--- src/rtl/assert_macros.svh ---
// assertion macros for the lexer rtl
// no dependencies; included inside module bodies that assert
`ifndef ASSERT_MACROS_SVH
`define ASSERT_MACROS_SVH

// same-cycle implication, disabled while reset is low
`define ASSERT_SAME(label, clk, rst_n, ante, cons, msg) \
    label: assert property (@(posedge clk) disable iff (!rst_n) (ante) |-> (cons)) \
        else $error(msg);

// next-cycle implication, disabled while reset is low
`define ASSERT_NEXT(label, clk, rst_n, ante, cons, msg) \
    label: assert property (@(posedge clk) disable iff (!rst_n) (ante) |=> (cons)) \
        else $error(msg);

`endif

--- src/rtl/jscl_pkg.sv ---
// types and constants of the json subset character lexer
// no dependencies; imported by the lexer top, classifier, checker and testbench
package jscl_pkg;

    // character codes
    localparam logic [7:0] CH_QUOTE  = 8'h22;
    localparam logic [7:0] CH_LBRACE = 8'h7B;
    localparam logic [7:0] CH_RBRACE = 8'h7D;
    localparam logic [7:0] CH_LBRACK = 8'h5B;
    localparam logic [7:0] CH_RBRACK = 8'h5D;
    localparam logic [7:0] CH_COLON  = 8'h3A;
    localparam logic [7:0] CH_COMMA  = 8'h2C;
    localparam logic [7:0] CH_TAB    = 8'h09;
    localparam logic [7:0] CH_SPACE  = 8'h20;
    localparam logic [7:0] CH_ZERO   = 8'h30;
    localparam logic [7:0] CH_NINE   = 8'h39;
    localparam logic [7:0] CH_UC_A   = 8'h41;
    localparam logic [7:0] CH_UC_Z   = 8'h5A;
    localparam logic [7:0] CH_LC_A   = 8'h61;
    localparam logic [7:0] CH_LC_Z   = 8'h7A;

    // token kinds
    localparam logic [3:0] KIND_NUMBER    = 4'd0;
    localparam logic [3:0] KIND_STRING    = 4'd1;
    localparam logic [3:0] KIND_COMMA     = 4'd2;
    localparam logic [3:0] KIND_OBJ_BEGIN = 4'd3;
    localparam logic [3:0] KIND_OBJ_END   = 4'd4;
    localparam logic [3:0] KIND_ARR_BEGIN = 4'd5;
    localparam logic [3:0] KIND_ARR_END   = 4'd6;
    localparam logic [3:0] KIND_COLON     = 4'd7;
    localparam logic [3:0] KIND_END       = 4'd8;

    // status codes
    localparam logic [1:0] STAT_OK       = 2'd0;
    localparam logic [1:0] STAT_BAD_NUM  = 2'd1;
    localparam logic [1:0] STAT_BAD_CHAR = 2'd2;
    localparam logic [1:0] STAT_OVERFLOW = 2'd3;

    typedef enum logic [1:0] {
        MODE_IDLE = 2'd0,
        MODE_NUM  = 2'd1,
        MODE_STR  = 2'd2
    } t_mode;

    typedef enum logic [1:0] {
        S_ACC,   // take input characters
        S_RD,    // read one buffered character
        S_WR,    // hand the read character to the output register
        S_SYM    // hand the closing symbol to the output register
    } t_state;

    // character class from the decoder
    typedef struct packed {
        logic       is_digit;
        logic       is_space;
        logic       is_quote;
        logic       is_str;
        logic       is_sym;
        logic       is_closer;  // comma, ] or }
        logic [3:0] sym_kind;
    } t_char_class;

    // one result beat
    typedef struct packed {
        logic       last;
        logic [1:0] status;
        logic       char_valid;
        logic [7:0] data_char;
        logic [3:0] token_kind;
    } t_result;

endpackage

--- src/rtl/jscl_ram.sv ---
// generic single-port-write, single-port-read ram with registered read
// no dependencies
module jscl_ram #(
    parameter int WIDTH  = 8,
    parameter int DEPTH  = 32,
    parameter int ADDR_W = (DEPTH > 1) ? $clog2(DEPTH) : 1
) (
    input  logic              i_clk,
    input  logic              i_we,
    input  logic [ADDR_W-1:0] i_waddr,
    input  logic [WIDTH-1:0]  i_wdata,
    input  logic              i_re,
    input  logic [ADDR_W-1:0] i_raddr,
    output logic [WIDTH-1:0]  o_rdata
);

    logic [WIDTH-1:0] r_mem [DEPTH];
    logic [WIDTH-1:0] r_rdata;

    // write port
    always_ff @(posedge i_clk) begin
        if (i_we) begin
            r_mem[i_waddr] <= i_wdata;
        end
    end

    // registered read, holds while not enabled
    always_ff @(posedge i_clk) begin
        if (i_re) begin
            r_rdata <= r_mem[i_raddr];
        end
    end

    assign o_rdata = r_rdata;

endmodule

--- src/rtl/jscl_classify.sv ---
// character class decoder of the lexer
// depends on jscl_pkg
module jscl_classify (
    input  logic                   [7:0] i_char,
    output jscl_pkg::t_char_class        o_class
);
    import jscl_pkg::*;

    logic is_digit;
    logic is_space;
    logic is_alpha;

    assign is_digit = (i_char >= CH_ZERO) && (i_char <= CH_NINE);
    assign is_space = (i_char == CH_SPACE) || (i_char == CH_TAB);
    assign is_alpha = ((i_char >= CH_LC_A) && (i_char <= CH_LC_Z)) ||
                      ((i_char >= CH_UC_A) && (i_char <= CH_UC_Z));

    // symbol lookup
    always_comb begin
        o_class           = '0;
        o_class.is_digit  = is_digit;
        o_class.is_space  = is_space;
        o_class.is_quote  = (i_char == CH_QUOTE);
        o_class.is_str    = is_alpha || is_digit || is_space;
        o_class.is_sym    = 1'b1;
        o_class.sym_kind  = KIND_NUMBER;
        unique case (i_char)
            CH_COMMA: begin
                o_class.sym_kind  = KIND_COMMA;
                o_class.is_closer = 1'b1;
            end
            CH_LBRACE: o_class.sym_kind = KIND_OBJ_BEGIN;
            CH_RBRACE: begin
                o_class.sym_kind  = KIND_OBJ_END;
                o_class.is_closer = 1'b1;
            end
            CH_LBRACK: o_class.sym_kind = KIND_ARR_BEGIN;
            CH_RBRACK: begin
                o_class.sym_kind  = KIND_ARR_END;
                o_class.is_closer = 1'b1;
            end
            CH_COLON: o_class.sym_kind = KIND_COLON;
            default:  o_class.is_sym = 1'b0;
        endcase
    end

endmodule

--- src/rtl/json_subset_char_lexer_unit.sv ---
// top level of the json subset character lexer
// depends on jscl_pkg, jscl_classify, jscl_ram and assert_macros.svh
//
// channel   dir  beat fields (tdata low bit first)
// s_axis    in   tdata: char_code[7:0]; tlast: end_of_stream
// m_axis    out  tdata: token_kind[3:0], data_char[11:4], char_valid[12],
//                status[14:13], zero[15]; tlast: last
//
// a character that gives at most one result loads it straight into the output register.
// a finished number or string is read back from the token ram one buffered
// character at a time (ram read, then output load once the output is free),
// then a closing symbol if one is pending; the ram has a single read port.
// the token ram has no reset and no clearing pass; mode and fill count reset.
// input is taken only in S_ACC while the output register is empty or being drained.
module json_subset_char_lexer_unit #(
    parameter int MAX_TOKEN_LEN = 32
) (
    input  logic        i_clk,
    input  logic        i_rst_n,
    input  logic        s_axis_tvalid,
    output logic        s_axis_tready,
    input  logic [7:0]  s_axis_tdata,   // char_code[7:0]
    input  logic        s_axis_tlast,
    output logic        m_axis_tvalid,
    input  logic        m_axis_tready,
    output logic [15:0] m_axis_tdata,   // token_kind, data_char, char_valid, status, pad
    output logic        m_axis_tlast
);
    import jscl_pkg::*;

    localparam int AW = (MAX_TOKEN_LEN > 1) ? $clog2(MAX_TOKEN_LEN) : 1;
    localparam int FW = $clog2(MAX_TOKEN_LEN + 1);
    localparam logic [FW-1:0] FILL_MAX = FW'(MAX_TOKEN_LEN);

    t_state      r_state, n_state;
    t_mode       r_mode, n_mode;
    logic [FW-1:0] r_fill, n_fill;
    logic [FW-1:0] r_idx, n_idx;
    logic [FW-1:0] idx_inc;
    logic [3:0]  r_kind, n_kind;
    logic [3:0]  r_sym, n_sym;
    logic        r_sym_pend, n_sym_pend;
    logic        r_m_valid, n_m_valid;
    t_result     r_m_res, n_m_res;

    t_char_class cls;
    logic        in_beat;
    logic        out_free;
    logic        full;
    logic        ram_we;
    logic        ram_re;
    logic [7:0]  ram_rdata;

    jscl_classify u_classify (
        .i_char  (s_axis_tdata),
        .o_class (cls)
    );

    jscl_ram #(
        .WIDTH (8),
        .DEPTH (MAX_TOKEN_LEN)
    ) u_buf_ram (
        .i_clk   (i_clk),
        .i_we    (ram_we),
        .i_waddr (r_fill[AW-1:0]),
        .i_wdata (s_axis_tdata),
        .i_re    (ram_re),
        .i_raddr (r_idx[AW-1:0]),
        .o_rdata (ram_rdata)
    );

    assign out_free      = !r_m_valid || m_axis_tready;
    assign s_axis_tready = (r_state == S_ACC) && out_free;
    assign in_beat       = s_axis_tvalid && s_axis_tready;
    assign full          = (r_fill >= FILL_MAX);
    assign idx_inc       = FW'(r_idx + 1'b1);

    // control registers
    always_ff @(posedge i_clk) begin
        if (!i_rst_n) begin
            r_state   <= S_ACC;
            r_mode    <= MODE_IDLE;
            r_fill    <= '0;
            r_m_valid <= 1'b0;
        end else begin
            r_state   <= n_state;
            r_mode    <= n_mode;
            r_fill    <= n_fill;
            r_m_valid <= n_m_valid;
        end
    end

    // payload registers
    always_ff @(posedge i_clk) begin
        r_idx      <= n_idx;
        r_kind     <= n_kind;
        r_sym      <= n_sym;
        r_sym_pend <= n_sym_pend;
        r_m_res    <= n_m_res;
    end

    // next state, buffer access and result loading
    always_comb begin
        n_state    = r_state;
        n_mode     = r_mode;
        n_fill     = r_fill;
        n_idx      = r_idx;
        n_kind     = r_kind;
        n_sym      = r_sym;
        n_sym_pend = r_sym_pend;
        n_m_valid  = r_m_valid && !m_axis_tready;
        n_m_res    = r_m_res;
        ram_we     = 1'b0;
        ram_re     = 1'b0;

        unique case (r_state)
            S_ACC: begin
                if (in_beat) begin
                    n_m_res = '{last: 1'b1, status: STAT_OK, char_valid: 1'b0,
                                data_char: 8'd0, token_kind: KIND_NUMBER};
                    if (s_axis_tlast) begin
                        // end of stream drops any open token
                        n_mode     = MODE_IDLE;
                        n_fill     = '0;
                        n_m_valid  = 1'b1;
                        n_m_res.token_kind = KIND_END;
                    end else begin
                        unique case (r_mode)
                            MODE_NUM: begin
                                if (cls.is_digit) begin
                                    if (full) begin
                                        n_m_valid      = 1'b1;
                                        n_m_res.status = STAT_OVERFLOW;
                                    end else begin
                                        ram_we = 1'b1;
                                        n_fill = FW'(r_fill + 1'b1);
                                    end
                                end else if (cls.is_space || cls.is_closer) begin
                                    // number ends; read it back, then any closer
                                    n_mode     = MODE_IDLE;
                                    n_state    = S_RD;
                                    n_idx      = '0;
                                    n_kind     = KIND_NUMBER;
                                    n_sym      = cls.sym_kind;
                                    n_sym_pend = cls.is_closer;
                                end else begin
                                    n_m_valid      = 1'b1;
                                    n_m_res.status = STAT_BAD_NUM;
                                end
                            end
                            MODE_STR: begin
                                if (cls.is_quote) begin
                                    n_mode = MODE_IDLE;
                                    if (r_fill == '0) begin
                                        // empty string
                                        n_m_valid          = 1'b1;
                                        n_m_res.token_kind = KIND_STRING;
                                    end else begin
                                        n_state    = S_RD;
                                        n_idx      = '0;
                                        n_kind     = KIND_STRING;
                                        n_sym_pend = 1'b0;
                                    end
                                end else if (cls.is_str) begin
                                    if (full) begin
                                        n_m_valid      = 1'b1;
                                        n_m_res.status = STAT_OVERFLOW;
                                    end else begin
                                        ram_we = 1'b1;
                                        n_fill = FW'(r_fill + 1'b1);
                                    end
                                end else begin
                                    n_m_valid      = 1'b1;
                                    n_m_res.status = STAT_BAD_CHAR;
                                end
                            end
                            default: begin
                                // idle, and the unused mode code
                                priority if (cls.is_quote) begin
                                    n_mode = MODE_STR;
                                    n_fill = '0;
                                end else if (cls.is_digit) begin
                                    n_mode = MODE_NUM;
                                    n_fill = FW'(1);
                                    ram_we = 1'b1;
                                end else if (cls.is_space) begin
                                    n_mode = r_mode;
                                end else if (cls.is_sym) begin
                                    n_m_valid          = 1'b1;
                                    n_m_res.token_kind = cls.sym_kind;
                                end else begin
                                    n_m_valid      = 1'b1;
                                    n_m_res.status = STAT_BAD_CHAR;
                                end
                            end
                        endcase
                    end
                end
            end
            S_RD: begin
                ram_re  = 1'b1;
                n_state = S_WR;
            end
            S_WR: begin
                if (out_free) begin
                    n_m_valid = 1'b1;
                    n_m_res   = '{last: (idx_inc == r_fill) && !r_sym_pend,
                                  status: STAT_OK, char_valid: 1'b1,
                                  data_char: ram_rdata, token_kind: r_kind};
                    n_idx     = idx_inc;
                    if (idx_inc == r_fill) begin
                        n_fill  = '0;
                        n_state = r_sym_pend ? S_SYM : S_ACC;
                    end else begin
                        n_state = S_RD;
                    end
                end
            end
            S_SYM: begin
                if (out_free) begin
                    n_m_valid = 1'b1;
                    n_m_res   = '{last: 1'b1, status: STAT_OK, char_valid: 1'b0,
                                  data_char: 8'd0, token_kind: r_sym};
                    n_state   = S_ACC;
                end
            end
            default: n_state = S_ACC;
        endcase
    end

    // output register
    assign m_axis_tvalid = r_m_valid;
    assign m_axis_tdata  = {1'b0, r_m_res.status, r_m_res.char_valid,
                            r_m_res.data_char, r_m_res.token_kind};
    assign m_axis_tlast  = r_m_res.last;

    // checks
    `include "assert_macros.svh"

    `ASSERT_SAME(a_fill_bound, i_clk, i_rst_n, 1'b1, r_fill <= FILL_MAX, "fill count beyond buffer")
    `ASSERT_SAME(a_read_in_range, i_clk, i_rst_n, r_state == S_WR, r_idx < r_fill, "read index past fill")
    `ASSERT_NEXT(a_read_then_load, i_clk, i_rst_n, r_state == S_RD, r_state == S_WR, "ram read not followed by load")
    `ASSERT_NEXT(a_run_idle_mode, i_clk, i_rst_n, r_state == S_ACC && n_state == S_RD, r_mode == MODE_IDLE, "mode open during run")

endmodule

--- config.mk ---
export PLATFORM = sky130hd
export DESIGN_NAME = json_subset_char_lexer_unit
export DESIGN_NICKNAME = d
export VERILOG_FILES = /design/src/rtl/jscl_pkg.sv /design/src/rtl/jscl_ram.sv /design/src/rtl/jscl_classify.sv /design/src/rtl/json_subset_char_lexer_unit.sv
export VERILOG_INCLUDE_DIRS = /design/src /design/src/rtl
export SDC_FILE = /design/constraint.sdc
export NUM_CORES = 1
export LEC_CHECK = 0
export BUFFER_PORTS_ARGS = -buffer_cell sky130_fd_sc_hd__buf_2
export CAP_MARGIN = 20
export CELL_PAD_IN_SITES_DETAIL_PLACEMENT = 1
export CELL_PAD_IN_SITES_GLOBAL_PLACEMENT = 1
export CORE_UTILIZATION = 40
export CTS_CLUSTER_SIZE = 20
export DETAILED_ROUTE_END_ITERATION = 10
export PLACE_DENSITY = 0.62
export SLEW_MARGIN = 20
export SYNTH_ARGS = -nofsm -noshare
export SYNTH_HDL_FRONTEND = slang
export SYNTH_SLANG_ARGS = --single-unit
--- constraint.sdc ---
create_clock -name i_clk -period 5 [get_ports i_clk]
set_input_delay 1 -clock i_clk [delete_from_list [all_inputs] [get_ports i_clk]]
set_output_delay 1 -clock i_clk [all_outputs]
set_load 0.02 [all_outputs]
==> parameters.txt <==
Parameter                              Value

Timing
  Max Clk Rate ... 282 MHz
  Unrepaired setup endpoints after global routing ... no
  Final total negative setup slack ... 0 ns
  Fin Clk Skew ... 0.0194 ns
  Fraction of the cycle the final worst path needs ... 70.9%
  Slew at the pin with the worst max-slew slack ... 1.09 ns
  Setup-failing EPs final ... 0
  Worst slew margin ... 27.3%
  Number of pins with negative max-slew slack in the final report ... 0
  Number of endpoints with negative hold slack in the final report ... 0
  Clock period minus final worst setup slack ... 3.55 ns
  Worst hold slack ... 0.504 ns

Layout
  Antenna cells ... 0
  Most common library cell in the layout ignoring fill and taps ... edfxtp_1
  Area Overhead vs Synth ... 12.4%
  Share of post-route cells with drive strength above 1 ... 25.4%
  Commonest cells after routing, fill and taps aside ... edfxtp_1, mux4_2, nor2_1
  Core occupancy in the finished layout ... 46.2%
  Final net count ... 758
  Number of non-filler instances in the completed layout ... 1,153

Outcome
  Status ... finished clean

Global route
  Tot GR Track Use ... 19.2%
  First-pass GRT wire length ... 46,800 um
  Remaining Overflow, GRT ... 0
  Number of antenna violations at the first check in global routing ... 0
  Largest net degree at the start of global routing ... 67
  Via count of the first global-routing pass ... 7,137

Critical path
  Standard cell with the maximum stage delay on the critical path ... buf_2
  Critical setup path kind ... input pin to register
  Cell-by-cell trace of the critical path ... buf_2 > and3b_1 > o211ai_1 > o211ai_1 > a41oi_2 > buf_4 > nor2_1 > and3_1
  Required time at the worst-slack endpoint ... 5.25 ns
  Worst path most repeated cell ... o211ai_1
  Signal arrival time at the worst endpoint ... 3.80 ns
  Peak per-stage delay on the critical path ... 0.60 ns
  Top fanout value on the critical path ... 41
  Critical path capture point type ... register
  Sort of element at the start of the critical path ... input pin

Hold path
  Classification of the worst-slack hold path ... register to register

Floorplan
  Chip Height ... 180 um
  Initial cell density of the core ... 41.1%
  Total die area ... 0.0325 sq mm
  Floorplan die width ... 180 um
  Placeable core region ... 0.0309 sq mm
  Rows ... 64
  Io pins ... 32

Power
  Total power density per cell area ... 365 mW/mm^2
  Cell leakage power ... 4.46 nW
  VDD IR-drop max ... 0.253 mV
  Power Total ... 5.22 mW

Clock network
  Post-CTS Setup Inserts ... 0
  Number of buffers inserted during clock tree synthesis ... 31
  Root Buffer Master ... clkbuf_16
  Clock sinks ... 302
  H-tree levels ... 1
  Cts hold-fix bufs ... 0
  Number of buffers between clock root and the deepest sink ... 3
  Clock latency on the worst-skew pair ... 0.56 ns
  Clock slew at the register clock pins of the worst setup and hold paths ... 0.06 ns
  Clock tree from TritonCTS ... done
  Quantity of gates resized following cts ... 0

Logic synthesis
  Post-Synthesis Cell Area ... 0.0127 sq mm
  Yosys Warn Count ... 0
  Instance count of the mapped netlist ... 700
  Number of different library cells in the post-synthesis netlist ... 68
  Flip-flop and latch count after synthesis ... 302
  Number of enable flip-flop cells after synthesis ... 291
  Post-Synthesis Net Count ... 720
  Share of flip-flops with an asynchronous set or reset after synthesis ... 0%
  Average cell area after synthesis ... 18.2 sq um
  Main synth FF type ... edfxtp_1
  Portion of the post-synthesis area used by sequential elements ... 70.5%

Placement
  Total of buffers placed on input and output ports ... 30
  Hpwl dp ... 20,100 um
  Number of instances in the placed design ... 1,101
  Final RePlAce weighted congestion ... 0.863

Drt
  Final routed DRC violation total ... 0
  Routed length per instance ... 26.5 um
  Detailed Route Iter0 Violations ... 400
  Via density per instance ... 5.74
  Detailed-routing iteration count for the pre-antenna-repair pass ... 7
  Post-detailed-route count of antenna-violating nets ... 0
  Wire length reported by the detailed router ... 30,500 um
  DR vias ... 6,617

Flow run
  Max capacitance violation total ... 0
-- path summary, 6_finish.rpt --
kind                                         startpoint                          endpoint  slack [ns]  depth (start not counted)
worst max-delay path                    s_axis_tdata[5]  u_buf_ram.r_mem[23][4]$_DFFE_PP_        1.45                          8
worst min-delay path             r_mode[0]$_SDFFE_PN0P_            r_mode[0]$_SDFFE_PN0P_        0.50                          2
worst max register to register  r_state[1]$_SDFFE_PN0P_   u_buf_ram.r_mem[8][7]$_DFFE_PP_        1.91                          4
worst min register to register   r_mode[0]$_SDFFE_PN0P_            r_mode[0]$_SDFFE_PN0P_        0.50                          2
-- Yosys cell counts, types with 6 or more instances --
cell,n,share of area [%]
and2_1,12,0.59
nor2_1,48,1.4
xnor2_1,8,0.55
ha_1,7,0.69
clkbuf_1,27,0.80
and3_1,6,0.30
buf_2,10,0.39
mux2_2,10,0.89
a21oi_1,8,0.32
inv_1,9,0.27
nand2_1,21,0.62
mux4_2,80,14
nor3_1,12,0.47
dfxtp_1,11,1.7
nand3_1,37,1.5
nor4b_1,9,0.62
edfxtp_1,291,69
-- where the power goes --
part | internal, mW | total, mW | leakage (nW) | switching (mW)
Combinational | 0.0302 | 0.133 | 1.26 | 0.103
Clock | 1.38 | 2.30 | 0.484 | 0.921
Sequential | 2.78 | 2.78 | 2.72 | 0.00359
Total | 4.19 | 5.22 | 4.46 | 1.03
-- state kept, by name, indices dropped and copies added, names as in the netlist, 2 cells and up --
name / flops
r_mode: 2
r_idx: 6
r_sym: 3
u_buf_ram.o_rdata: 8
r_state: 2
u_buf_ram.r_mem: 256
m_axis_tdata: 15
r_fill: 6
-- metal layers --
metal | global-route usage, % | part of all wire (%) | vias to the layer above
met1 | 27.7 | 45 | 3543
li1 | - | - | 2910
met2 | 31.5 | 49 | 133
met3 | 2.20 | 4.3 | 31
met5 | 0 | 0 | -
met4 | 4.41 | 1.6 | 0
-- kinds of logic (layout without fill, tap and decap cells) --
| logic type | count (synthesis) | after routing | synth area share [%] |
|---|---|---|---|
| DFF | 302 | 302 | 70.5 |
| and+or+nand+nor | 174 | 174 | 7.22 |
| muxes | 92 | 92 | 15.2 |
| AOI/OAI and AO/OA | 56 | 56 | 3.33 |
| buffers and inverters | 56 | 113 | 2.08 |
| xor gates and xnor gates | 12 | 12 | 0.935 |
| adders and majority gates | 7 | 7 | 0.689 |
| other | 1 | 1 | 0.0295 |
-- metrics by stage --
stage | area [sq um] | setup WS, ns
finish | 14300 | 1.45
global route | 14300 | 1.30
CTS | 14300 | 1.48
detailed placement | 13300 | 0.891
global placement | 13300 | 1.05
floorplan | 12700 | 1.41
-- area by class of cell --
| cell class | count | area, sq um |
|---|---|---|
| Clock buffer | 38 | 802 |
| Clock inverter | 14 | 196 |
| Fill cell | 2907 | 16600 |
| Inverter | 11 | 41.3 |
| Multi-Input combinational cell | 342 | 3490 |
| Sequential cell | 302 | 8960 |
| Tap cell | 396 | 495 |
| Timing Repair Buffer | 50 | 300 |
-- worst max-delay path: cells and delay by family --
family	cells	cell delay [ns]
AO/OA/AOI/OAI	3	1.08
AND/OR/NAND/NOR	3	0.73
buffers and inverters	2	0.96
Power figures use the tool's default switching activity.
